==> src/hw/rtl/psu_pkg.sv <==
// Shared types and constants for the PNG scanline unfilter.
`timescale 1ns / 1ps

package psu_pkg;

  localparam int BYTE_W  = 8;
  localparam int POS_W   = 13;
  localparam int BPP_W   = 4;
  localparam int FILT_W  = 3;

  // PNG filter type codes
  localparam logic [FILT_W-1:0] FILT_NONE  = 3'd0;
  localparam logic [FILT_W-1:0] FILT_SUB   = 3'd1;
  localparam logic [FILT_W-1:0] FILT_UP    = 3'd2;
  localparam logic [FILT_W-1:0] FILT_AVG   = 3'd3;
  localparam logic [FILT_W-1:0] FILT_PAETH = 3'd4;

  typedef struct packed {
    logic [BYTE_W-1:0] in_byte;
    logic              row_start;
    logic              first_row;
  } psu_in_t;

  typedef struct packed {
    logic [BYTE_W-1:0] out_byte;
    logic [POS_W-1:0]  row_position;
  } psu_out_t;

  // Per-beat control carried from the input stage to reconstruction
  typedef struct packed {
    logic [FILT_W-1:0] filt_mode;
    logic              prior_zero;
    logic              left_ok;
  } psu_stage_t;

  function automatic logic [BYTE_W-1:0] paeth_pick(
    input logic [BYTE_W-1:0] a,
    input logic [BYTE_W-1:0] b,
    input logic [BYTE_W-1:0] c
  );
    logic signed [BYTE_W+2:0] sa, sb, sc, da, db, dc;
    logic [BYTE_W-1:0]        pick;
    sa = $signed({3'b000, a});
    sb = $signed({3'b000, b});
    sc = $signed({3'b000, c});
    // p - a = b - c, p - b = a - c, p - c = a + b - 2c
    da = sb - sc;
    db = sa - sc;
    dc = sa + sb - sc - sc;
    if (da < 0) da = -da;
    if (db < 0) db = -db;
    if (dc < 0) dc = -dc;
    if (da <= db && da <= dc) begin
      pick = a;
    end else if (db <= dc) begin
      pick = b;
    end else begin
      pick = c;
    end
    return pick;
  endfunction

endpackage

==> src/hw/rtl/psu_recon.sv <==
// Reconstruction stage: prediction, add, left history and output register.
`timescale 1ns / 1ps

module psu_recon import psu_pkg::*; #(
  parameter int PIXEL_BYTES_MAX = 8,
  parameter int AW              = 13,
  parameter int PW              = (PIXEL_BYTES_MAX > 1) ? $clog2(PIXEL_BYTES_MAX) : 1
) (
  input  logic              clk,
  input  logic              rst,
  input  logic              s1_valid,
  input  psu_stage_t        s1_ctrl,
  input  logic [BYTE_W-1:0] s1_byte,
  input  logic [AW-1:0]     s1_index,
  input  logic [PW-1:0]     left_sel,
  input  logic [BYTE_W-1:0] above_raw,
  output logic              take,
  output logic [BYTE_W-1:0] result,
  output logic              out_valid,
  input  logic              out_ready,
  output psu_out_t          out_data
);

  logic [BYTE_W-1:0] hist_out   [PIXEL_BYTES_MAX];
  logic [BYTE_W-1:0] hist_above [PIXEL_BYTES_MAX];
  logic [BYTE_W-1:0] above, left, upleft, pred;
  logic [BYTE_W:0]   avg_sum;
  logic              commit;

  assign take   = !out_valid || out_ready;
  assign commit = s1_valid && take;

  always_comb begin
    above   = s1_ctrl.prior_zero ? '0 : above_raw;
    left    = s1_ctrl.left_ok ? hist_out[left_sel] : '0;
    upleft  = s1_ctrl.left_ok ? hist_above[left_sel] : '0;
    avg_sum = {1'b0, left} + {1'b0, above};
    case (s1_ctrl.filt_mode)
      FILT_SUB:   pred = left;
      FILT_UP:    pred = above;
      FILT_AVG:   pred = avg_sum[BYTE_W:1];
      FILT_PAETH: pred = paeth_pick(left, above, upleft);
      default:    pred = '0;
    endcase
    result = s1_byte + pred;
  end

  // last PIXEL_BYTES_MAX results and their above bytes, newest at slot 0
  always_ff @(posedge clk) begin
    if (rst) begin
      for (int k = 0; k < PIXEL_BYTES_MAX; k++) begin
        hist_out[k]   <= '0;
        hist_above[k] <= '0;
      end
    end else if (commit) begin
      hist_out[0]   <= result;
      hist_above[0] <= above;
      for (int k = 1; k < PIXEL_BYTES_MAX; k++) begin
        hist_out[k]   <= hist_out[k-1];
        hist_above[k] <= hist_above[k-1];
      end
    end
  end

  always_ff @(posedge clk) begin
    if (rst) begin
      out_valid <= 1'b0;
    end else if (commit) begin
      out_valid <= 1'b1;
    end else if (out_ready) begin
      out_valid <= 1'b0;
    end
  end

  always_ff @(posedge clk) begin
    if (commit) begin
      out_data.out_byte     <= result;
      out_data.row_position <= POS_W'(32'(s1_index));
    end
  end

endmodule

==> config.mk <==
export PLATFORM = sky130hd
export DESIGN_NAME = psu_recon
export DESIGN_NICKNAME = d
export VERILOG_FILES = /design/src/hw/rtl/psu_pkg.sv /design/src/hw/rtl/psu_recon.sv
export SDC_FILE = /design/constraint.sdc
export NUM_CORES = 1
export LEC_CHECK = 0
export BUFFER_PORTS_ARGS = -buffer_cell sky130_fd_sc_hd__buf_2
export CORE_MARGIN = 4
export CORE_UTILIZATION = 55
export CTS_BUF_LIST = sky130_fd_sc_hd__clkbuf_4 sky130_fd_sc_hd__clkbuf_8
export DETAILED_ROUTE_END_ITERATION = 8
export MAX_ROUTING_LAYER = met4
export PLACE_DENSITY = 0.71
export SYNTH_ARGS = -nofsm -noshare
export SYNTH_HDL_FRONTEND = slang
export SYNTH_SLANG_ARGS = --single-unit
==> constraint.sdc <==
create_clock -name clk -period 10.7 [get_ports clk]
set_input_delay 1.07 -clock clk [delete_from_list [all_inputs] [get_ports clk]]
set_output_delay 1.07 -clock clk [all_outputs]
set_load 0.1 [all_outputs]
==> flow_metrics.env, run 1 <==
export IMPL_status="finished, final reports clean"
export IMPL_ys_seq_elements=150
export IMPL_fin_total_pwr_mw=2.68
export IMPL_period_share_pct=95.6
export IMPL_ff2ff_setup_slack_ns=2.25
export IMPL_synth_avg_cell_area_um2=11.3
export IMPL_port_buffers=71
export IMPL_pwr_density_cell_nw_per_um2=228
export IMPL_grt_max_degree=74
export IMPL_dp_hpwl_um=17300
export IMPL_grt_pass1_vias=7113
export IMPL_critical_path_class="primary input to output pin"
export IMPL_setup_viol=0
export IMPL_die_area_um2=21000
export IMPL_relSlewSlack_pct=36.8
export IMPL_n_antenna_cell=0
export IMPL_grt_pass1_wl_um=37500
export IMPL_drt_iter0_drc=550
export IMPL_antenna_found_initial=0
export IMPL_gr_total_overflow=0
export IMPL_ant_nets=0
export IMPL_via_per_inst=5.85
export IMPL_drc=0
export IMPL_vdd_ir_drop_max_v=0.000128
export IMPL_clk_insertion_delay_late_ns=0.46
export IMPL_utilization_pct=64.8
export IMPL_skew_ns=0.0169
export IMPL_p_leak_nw=4.94
export IMPL_worstMarginPinSlew_ns=0.948
export IMPL_max_stage_delay_ns=0.55
export IMPL_synth_cells=908
export IMPL_place_inst=1209
export IMPL_initial_core_util_pct=56.7
export IMPL_drive_gt1_share_pct=20.3
export IMPL_cts_buffers_inserted=17
export IMPL_first_pass_iters=5
export IMPL_cp_max_fo=11
export IMPL_hold_path_class="register to register"
export IMPL_slew_viol_final=0
export IMPL_area_growth_pct=14.3
export IMPL_synth_top_cell_by_area="edfxtp_1"
export IMPL_yosysSeqAreaShare_pct=43.7
export IMPL_coreArea_um2=18100
export IMPL_drv_cap=0
export IMPL_cp_data_required_time_ns=9.63
export IMPL_drt_total_wl_um=23600
export IMPL_ios=72
export IMPL_final_cell_mix="edfxtp_1, and2_1, ha_1"
export IMPL_synth_main_ff_cell="edfxtp_1"
export IMPL_dr_total_vias=7292
export IMPL_avgRoutedWirePerCell_um=19.0
export IMPL_clk_pin_slew_ns=0.09
export IMPL_synth_edf_count=149
export IMPL_critPathCaptureType="output pin"
export IMPL_async_reset_ff_share_pct=0
export IMPL_cp_arrival_ns=9.16
export IMPL_num_rows=49
export IMPL_layout_nets=1139
export IMPL_clock_path_buffers=2
export IMPL_yosysWarnings=0
export IMPL_cts_sinks=150
export IMPL_final_common_cell="edfxtp_1"
export IMPL_timing_hold_violations_final=0
export IMPL_syn_cell_area_um2=10300
export IMPL_grt_util_all_layers_pct=24.0
export IMPL_cpMostUsedCell="ha_1"
export IMPL_startpoint_type="primary input"
export IMPL_synth_cell_types=68
export IMPL_place_congestion=0.966
export IMPL_fin_cells=1246
export IMPL_die_width_um=145
export IMPL_synth_area_leaders="edfxtp_1, ha_1, mux4_2, and2_1, xnor2_1"
export IMPL_clock_fmax_ghz=0.0978
export IMPL_period_needed_ns=10.23
export IMPL_synth_top_area_share_pct=43.5
export IMPL_die_h_um=145
export IMPL_crit_slowest_cell="fa_1"
export IMPL_htreeDepth=4
export IMPL_hold_buffers=0
export IMPL_cts_tree="built"
export IMPL_root_buffer="clkbuf_8"
state kept, by name, summed over array words and instances, names as in the netlist:
signal	cells
hist_above	64
hist_out	64
out_data	21
out_valid	1
kinds of logic after synthesis:
group / share of synthesized area (%)
other: 0.0730
flip-flops: 43.7
AO/OA/AOI/OAI: 9.20
adder cells (fa/ha/maj): 12.4
multiplexers: 9.79
XOR/XNOR: 4.60
AND/OR/NAND/NOR: 17.3
buffers and inverters: 3.00
repair_timing:
item / in CTS / in global routing
setup buffers: 0 / 5
resized for setup: 4 / 25
pin swaps: 0 / 9
setup endpoints to repair: 1 / 5
layer usage:
metal | vias up | share of wire, % | track usage, %
met4 | 0 | 2.0 | 6.68
met3 | 34 | 5.9 | 5.29
met2 | 209 | 46 | 36.7
met5 | - | 0 | -
li1 | 3504 | - | -
met1 | 3545 | 46 | 32.9
final cells by class:
cell class / instances / area [um2]
fill: 1404 / 6390
multi-input combinational: 687 / 5660
sequential: 150 / 4490
timing repair buffer: 98 / 683
tap: 229 / 287
clock buffer: 17 / 234
clock inverter: 15 / 214
inverter: 50 / 188
worst paths after layout:
| path | start | to | cells after the start |
|---|---|---|---|
| hold reg to reg | out_valid | out_valid | 2 |
| setup reg to reg | hist_out[1][1] | hist_out[0][7] | 37 |
| hold / removal | out_valid | out_valid | 2 |
| setup / recovery | left_sel[0] | result[7] | 37 |
worst max-delay path: cells and delay by family:
kind / cells / cell delay, ns
compound gates: 15 / 2.87
xor+xnor: 3 / 0.54
fa+ha+maj: 5 / 1.73
buf+inv: 4 / 0.55
mux: 2 / 0.80
simple gates: 8 / 1.57
per-stage QoR:
step | setup TNS, ns | instance area, um2 | setup slack (ns) | hold slack [ns]
floorplan | 0 | 10300 | 0.0422 | 0.518
global placement | 0 | 11100 | 0.0336 | 0.508
detailed placement | -0.0788 | 11100 | -0.0788 | 0.515
CTS | 0 | 11600 | 0.0448 | 0.529
global route | -0.0971 | 11800 | -0.0594 | 0.563
finish | 0 | 11800 | 0.471 | 0.532
Yosys cell counts (all sizes together), types with 4 or more instances:
library cell,instances
nand2b,28
a21oi,45
or3,8
nor2b,41
xor2,23
nor3,14
o31ai,6
o21a,6
and2,88
a21o,10
a31oi,4
clkbuf,22
o21ai,24
nor2,64
mux4,32
mux2i,14
fa,13
nand4,4
or4,6
inv,50
a211oi,6
buf,7
mux2,13
o22ai,4
nand2,47
ha,81
edfxtp,149
xnor2,31
nand3,13
report_power, final:
group | total [mW] | internal, mW | leakage (nW) | switching (mW)
registers | 0.719 | 0.700 | 1.61 | 0.0192
logic | 1.49 | 0.604 | 3.12 | 0.886
clock network | 0.474 | 0.222 | 0.215 | 0.252
(Power assumes the default switching activity.)
==> run 2: changes to the inputs <==
--- a/config.mk
+++ b/config.mk
@@ -12,6 +12,7 @@
 export DETAILED_ROUTE_END_ITERATION = 8
 export MAX_ROUTING_LAYER = met4
 export PLACE_DENSITY = 0.71
+export RECOVER_POWER = 50
 export SYNTH_ARGS = -nofsm -noshare
 export SYNTH_HDL_FRONTEND = slang
 export SYNTH_SLANG_ARGS = --single-unit
==> run 2 against run 1 <==
Against the previous run: the run now ends with max-capacitance violations, max-slew violations left; flip-flop and latch count did not move; highest routed layer unchanged; largest cell class unchanged; largest power group unchanged; clock power about the same; die area is the same; wire length fell by 0.10%; final cell count is the same; sequential power about the same.
==> flow_metrics.env, run 2 (synthesized netlist as in run 1, its figures left out) <==
export IMPL_status="finished, violations left"
export IMPL_violations="max-capacitance violations, max-slew violations"
export IMPL_drt_total_wl_um=23600
export IMPL_grt_util_all_layers_pct=24.0
export IMPL_ios=72
export IMPL_utilization_pct=64.6
export IMPL_place_inst=1209
export IMPL_swShare_pct=43.1
export IMPL_cp_arrival_ns=9.15
export IMPL_crit_buf_inv=4
export IMPL_die_area_um2=21000
export IMPL_fin_cells=1246
export IMPL_grt_max_degree=74
export IMPL_clock_fmax_ghz=0.0978
export IMPL_drt_iter0_drc=531
export IMPL_coreArea_um2=18100
export IMPL_vdd_ir_drop_max_v=0.000128
export IMPL_port_buffers=71
export IMPL_clk_insertion_delay_late_ns=0.45
export IMPL_power_frac_comb_pct=55.4
export IMPL_root_buffer="clkbuf_8"
export IMPL_reg_largest_list="hist_above: 64 flops, hist_out: 64 flops, out_data: 21 flops"
export IMPL_final_cell_mix="edfxtp_1, ha_1, nor2_1"
export IMPL_intPower_mw=1.52
export IMPL_area_growth_pct=13.9
export IMPL_crit_reg2reg_launch="hist_out[1][1]"
export IMPL_grt_pass1_wl_um=37500
export IMPL_cp_num_cells=37
export IMPL_max_stage_delay_ns=0.55
export IMPL_switchingPower_mw=1.16
export IMPL_cts_buffers_inserted=17
export IMPL_num_fill_cells=1418
export IMPL_hold_buffers=0
export IMPL_num_rows=49
export IMPL_htreeDepth=4
export IMPL_gr_total_overflow=0
export IMPL_crit_family="compound AO/OA/AOI/OAI gates"
export IMPL_startpoint_type="primary input"
export IMPL_drv_cap=3
export IMPL_r2r_cells=37
export IMPL_ant_nets=0
export IMPL_skew_ns=0.0162
export IMPL_period_needed_ns=10.22
export IMPL_layout_nets=1139
export IMPL_p_leak_nw=4.84
export IMPL_crit_slowest_cell="fa_1"
export IMPL_sequentialPowerShare_pct=26.9
export IMPL_pwr_density_cell_nw_per_um2=229
export IMPL_slew_viol_final=156
export IMPL_period_share_pct=95.5
export IMPL_cp_max_fo=11
export IMPL_setup_viol=0
export IMPL_avgRoutedWirePerCell_um=18.9
export IMPL_timing_hold_violations_final=0
export IMPL_initial_core_util_pct=56.7
export IMPL_via_per_inst=5.84
export IMPL_dr_total_vias=7274
export IMPL_dp_hpwl_um=17300
export IMPL_die_h_um=145
export IMPL_clkPwrFrac_pct=17.7
export IMPL_cpMostUsedCell="ha_1"
export IMPL_critical_path_class="primary input to output pin"
export IMPL_first_pass_iters=4
export IMPL_place_congestion=0.966
export IMPL_antenna_found_initial=0
export IMPL_hp_start="out_valid"
export IMPL_cp_data_required_time_ns=9.63
export IMPL_cts_tree="built"
export IMPL_worstMarginPinSlew_ns=3.25
export IMPL_die_width_um=145
export IMPL_n_antenna_cell=0
export IMPL_drive_gt1_share_pct=17.7
export IMPL_startpoint="left_sel[0]"
export IMPL_clock_path_buffers=2
export IMPL_final_common_cell="edfxtp_1"
export IMPL_relSlewSlack_pct=-116
export IMPL_clk_pin_slew_ns=0.09
export IMPL_cts_sinks=150
export IMPL_drc=0
export IMPL_grt_pass1_vias=7113
export IMPL_hold_path_class="register to register"
export IMPL_critPathCaptureType="output pin"
export IMPL_holdPathStages=2
-- run 2: changes by cell type in the layout (fill, tap and decap cells not counted), sizes merged --
| cell | change |
|---|---|
| buf | -23 |
| clkbuf | +23 |
-- run 2: path summary, 6_finish.rpt --
path                                       end  slack (ns)
worst max-delay path                 result[7]        0.48
worst min-delay path                 out_valid        0.53
worst max register to register  hist_out[0][7]        2.22
worst min register to register       out_valid        0.53
-- run 2: per-stage QoR --
stage / hold WS, ns / power (mW) / setup TNS [ns] / instance area (um2) / worst slack, ns
2_1_floorplan: 0.518 / 1.82 / 0 / 10300 / 0.0422
3_3_place_gp: 0.508 / 2.13 / 0 / 11100 / 0.0336
3_5_place_dp: 0.515 / 2.14 / -0.0788 / 11100 / -0.0788
4_1_cts: 0.529 / 2.62 / 0 / 11600 / 0.0448
5_1_grt: 0.564 / 2.89 / -0.0971 / 11700 / -0.0594
6_report: 0.533 / 2.68 / 0 / 11700 / 0.480
-- run 2: worst reg2reg max path: cells and delay by family, from the launching register on --
family          cells  cell delay, ns
compound gates     15            2.87
flops               1            0.43
buf+inv             3            0.33
simple gates        9            1.70
xor+xnor            2            0.29
fa+ha+maj           5            1.73
mux                 3            0.97
-- run 2: layout make-up --
cell class                 count  area (um2)  share of cell area, %
clock buffer                  17         234                   2.00
sequential                   150        4490                   38.4
tap                          229         287                   2.45
inverter                      50         188                   1.60
clock inverter                15         214                   1.83
timing repair buffer          98         654                   5.59
multi-input combinational    687        5640                   48.2
-- run 2: repair_timing --
item	4_1_cts	5_1_grt
pin swaps	0	9
setup endpoints to repair	1	5
setup buffers	0	5
gates resized for setup	4	25
-- run 2: routing by layer --
metal | GRT usage, % | vias to the layer above | routed length [um]
met5 | - | - | 0
met4 | 6.68 | 0 | 444
met3 | 5.29 | 32 | 1530
met2 | 36.7 | 220 | 11000
met1 | 32.9 | 3518 | 10700
li1 | - | 3504 | -
-- run 2: power by group through the flow --
stage / clock, mW / sequential [mW] / combinational, mW
floorplan: 0 / 0.786 / 1.03
global placement: 0 / 0.732 / 1.40
detailed placement: 0 / 0.731 / 1.41
CTS: 0.482 / 0.719 / 1.42
global route: 0.508 / 0.727 / 1.65
finish: 0.474 / 0.721 / 1.49
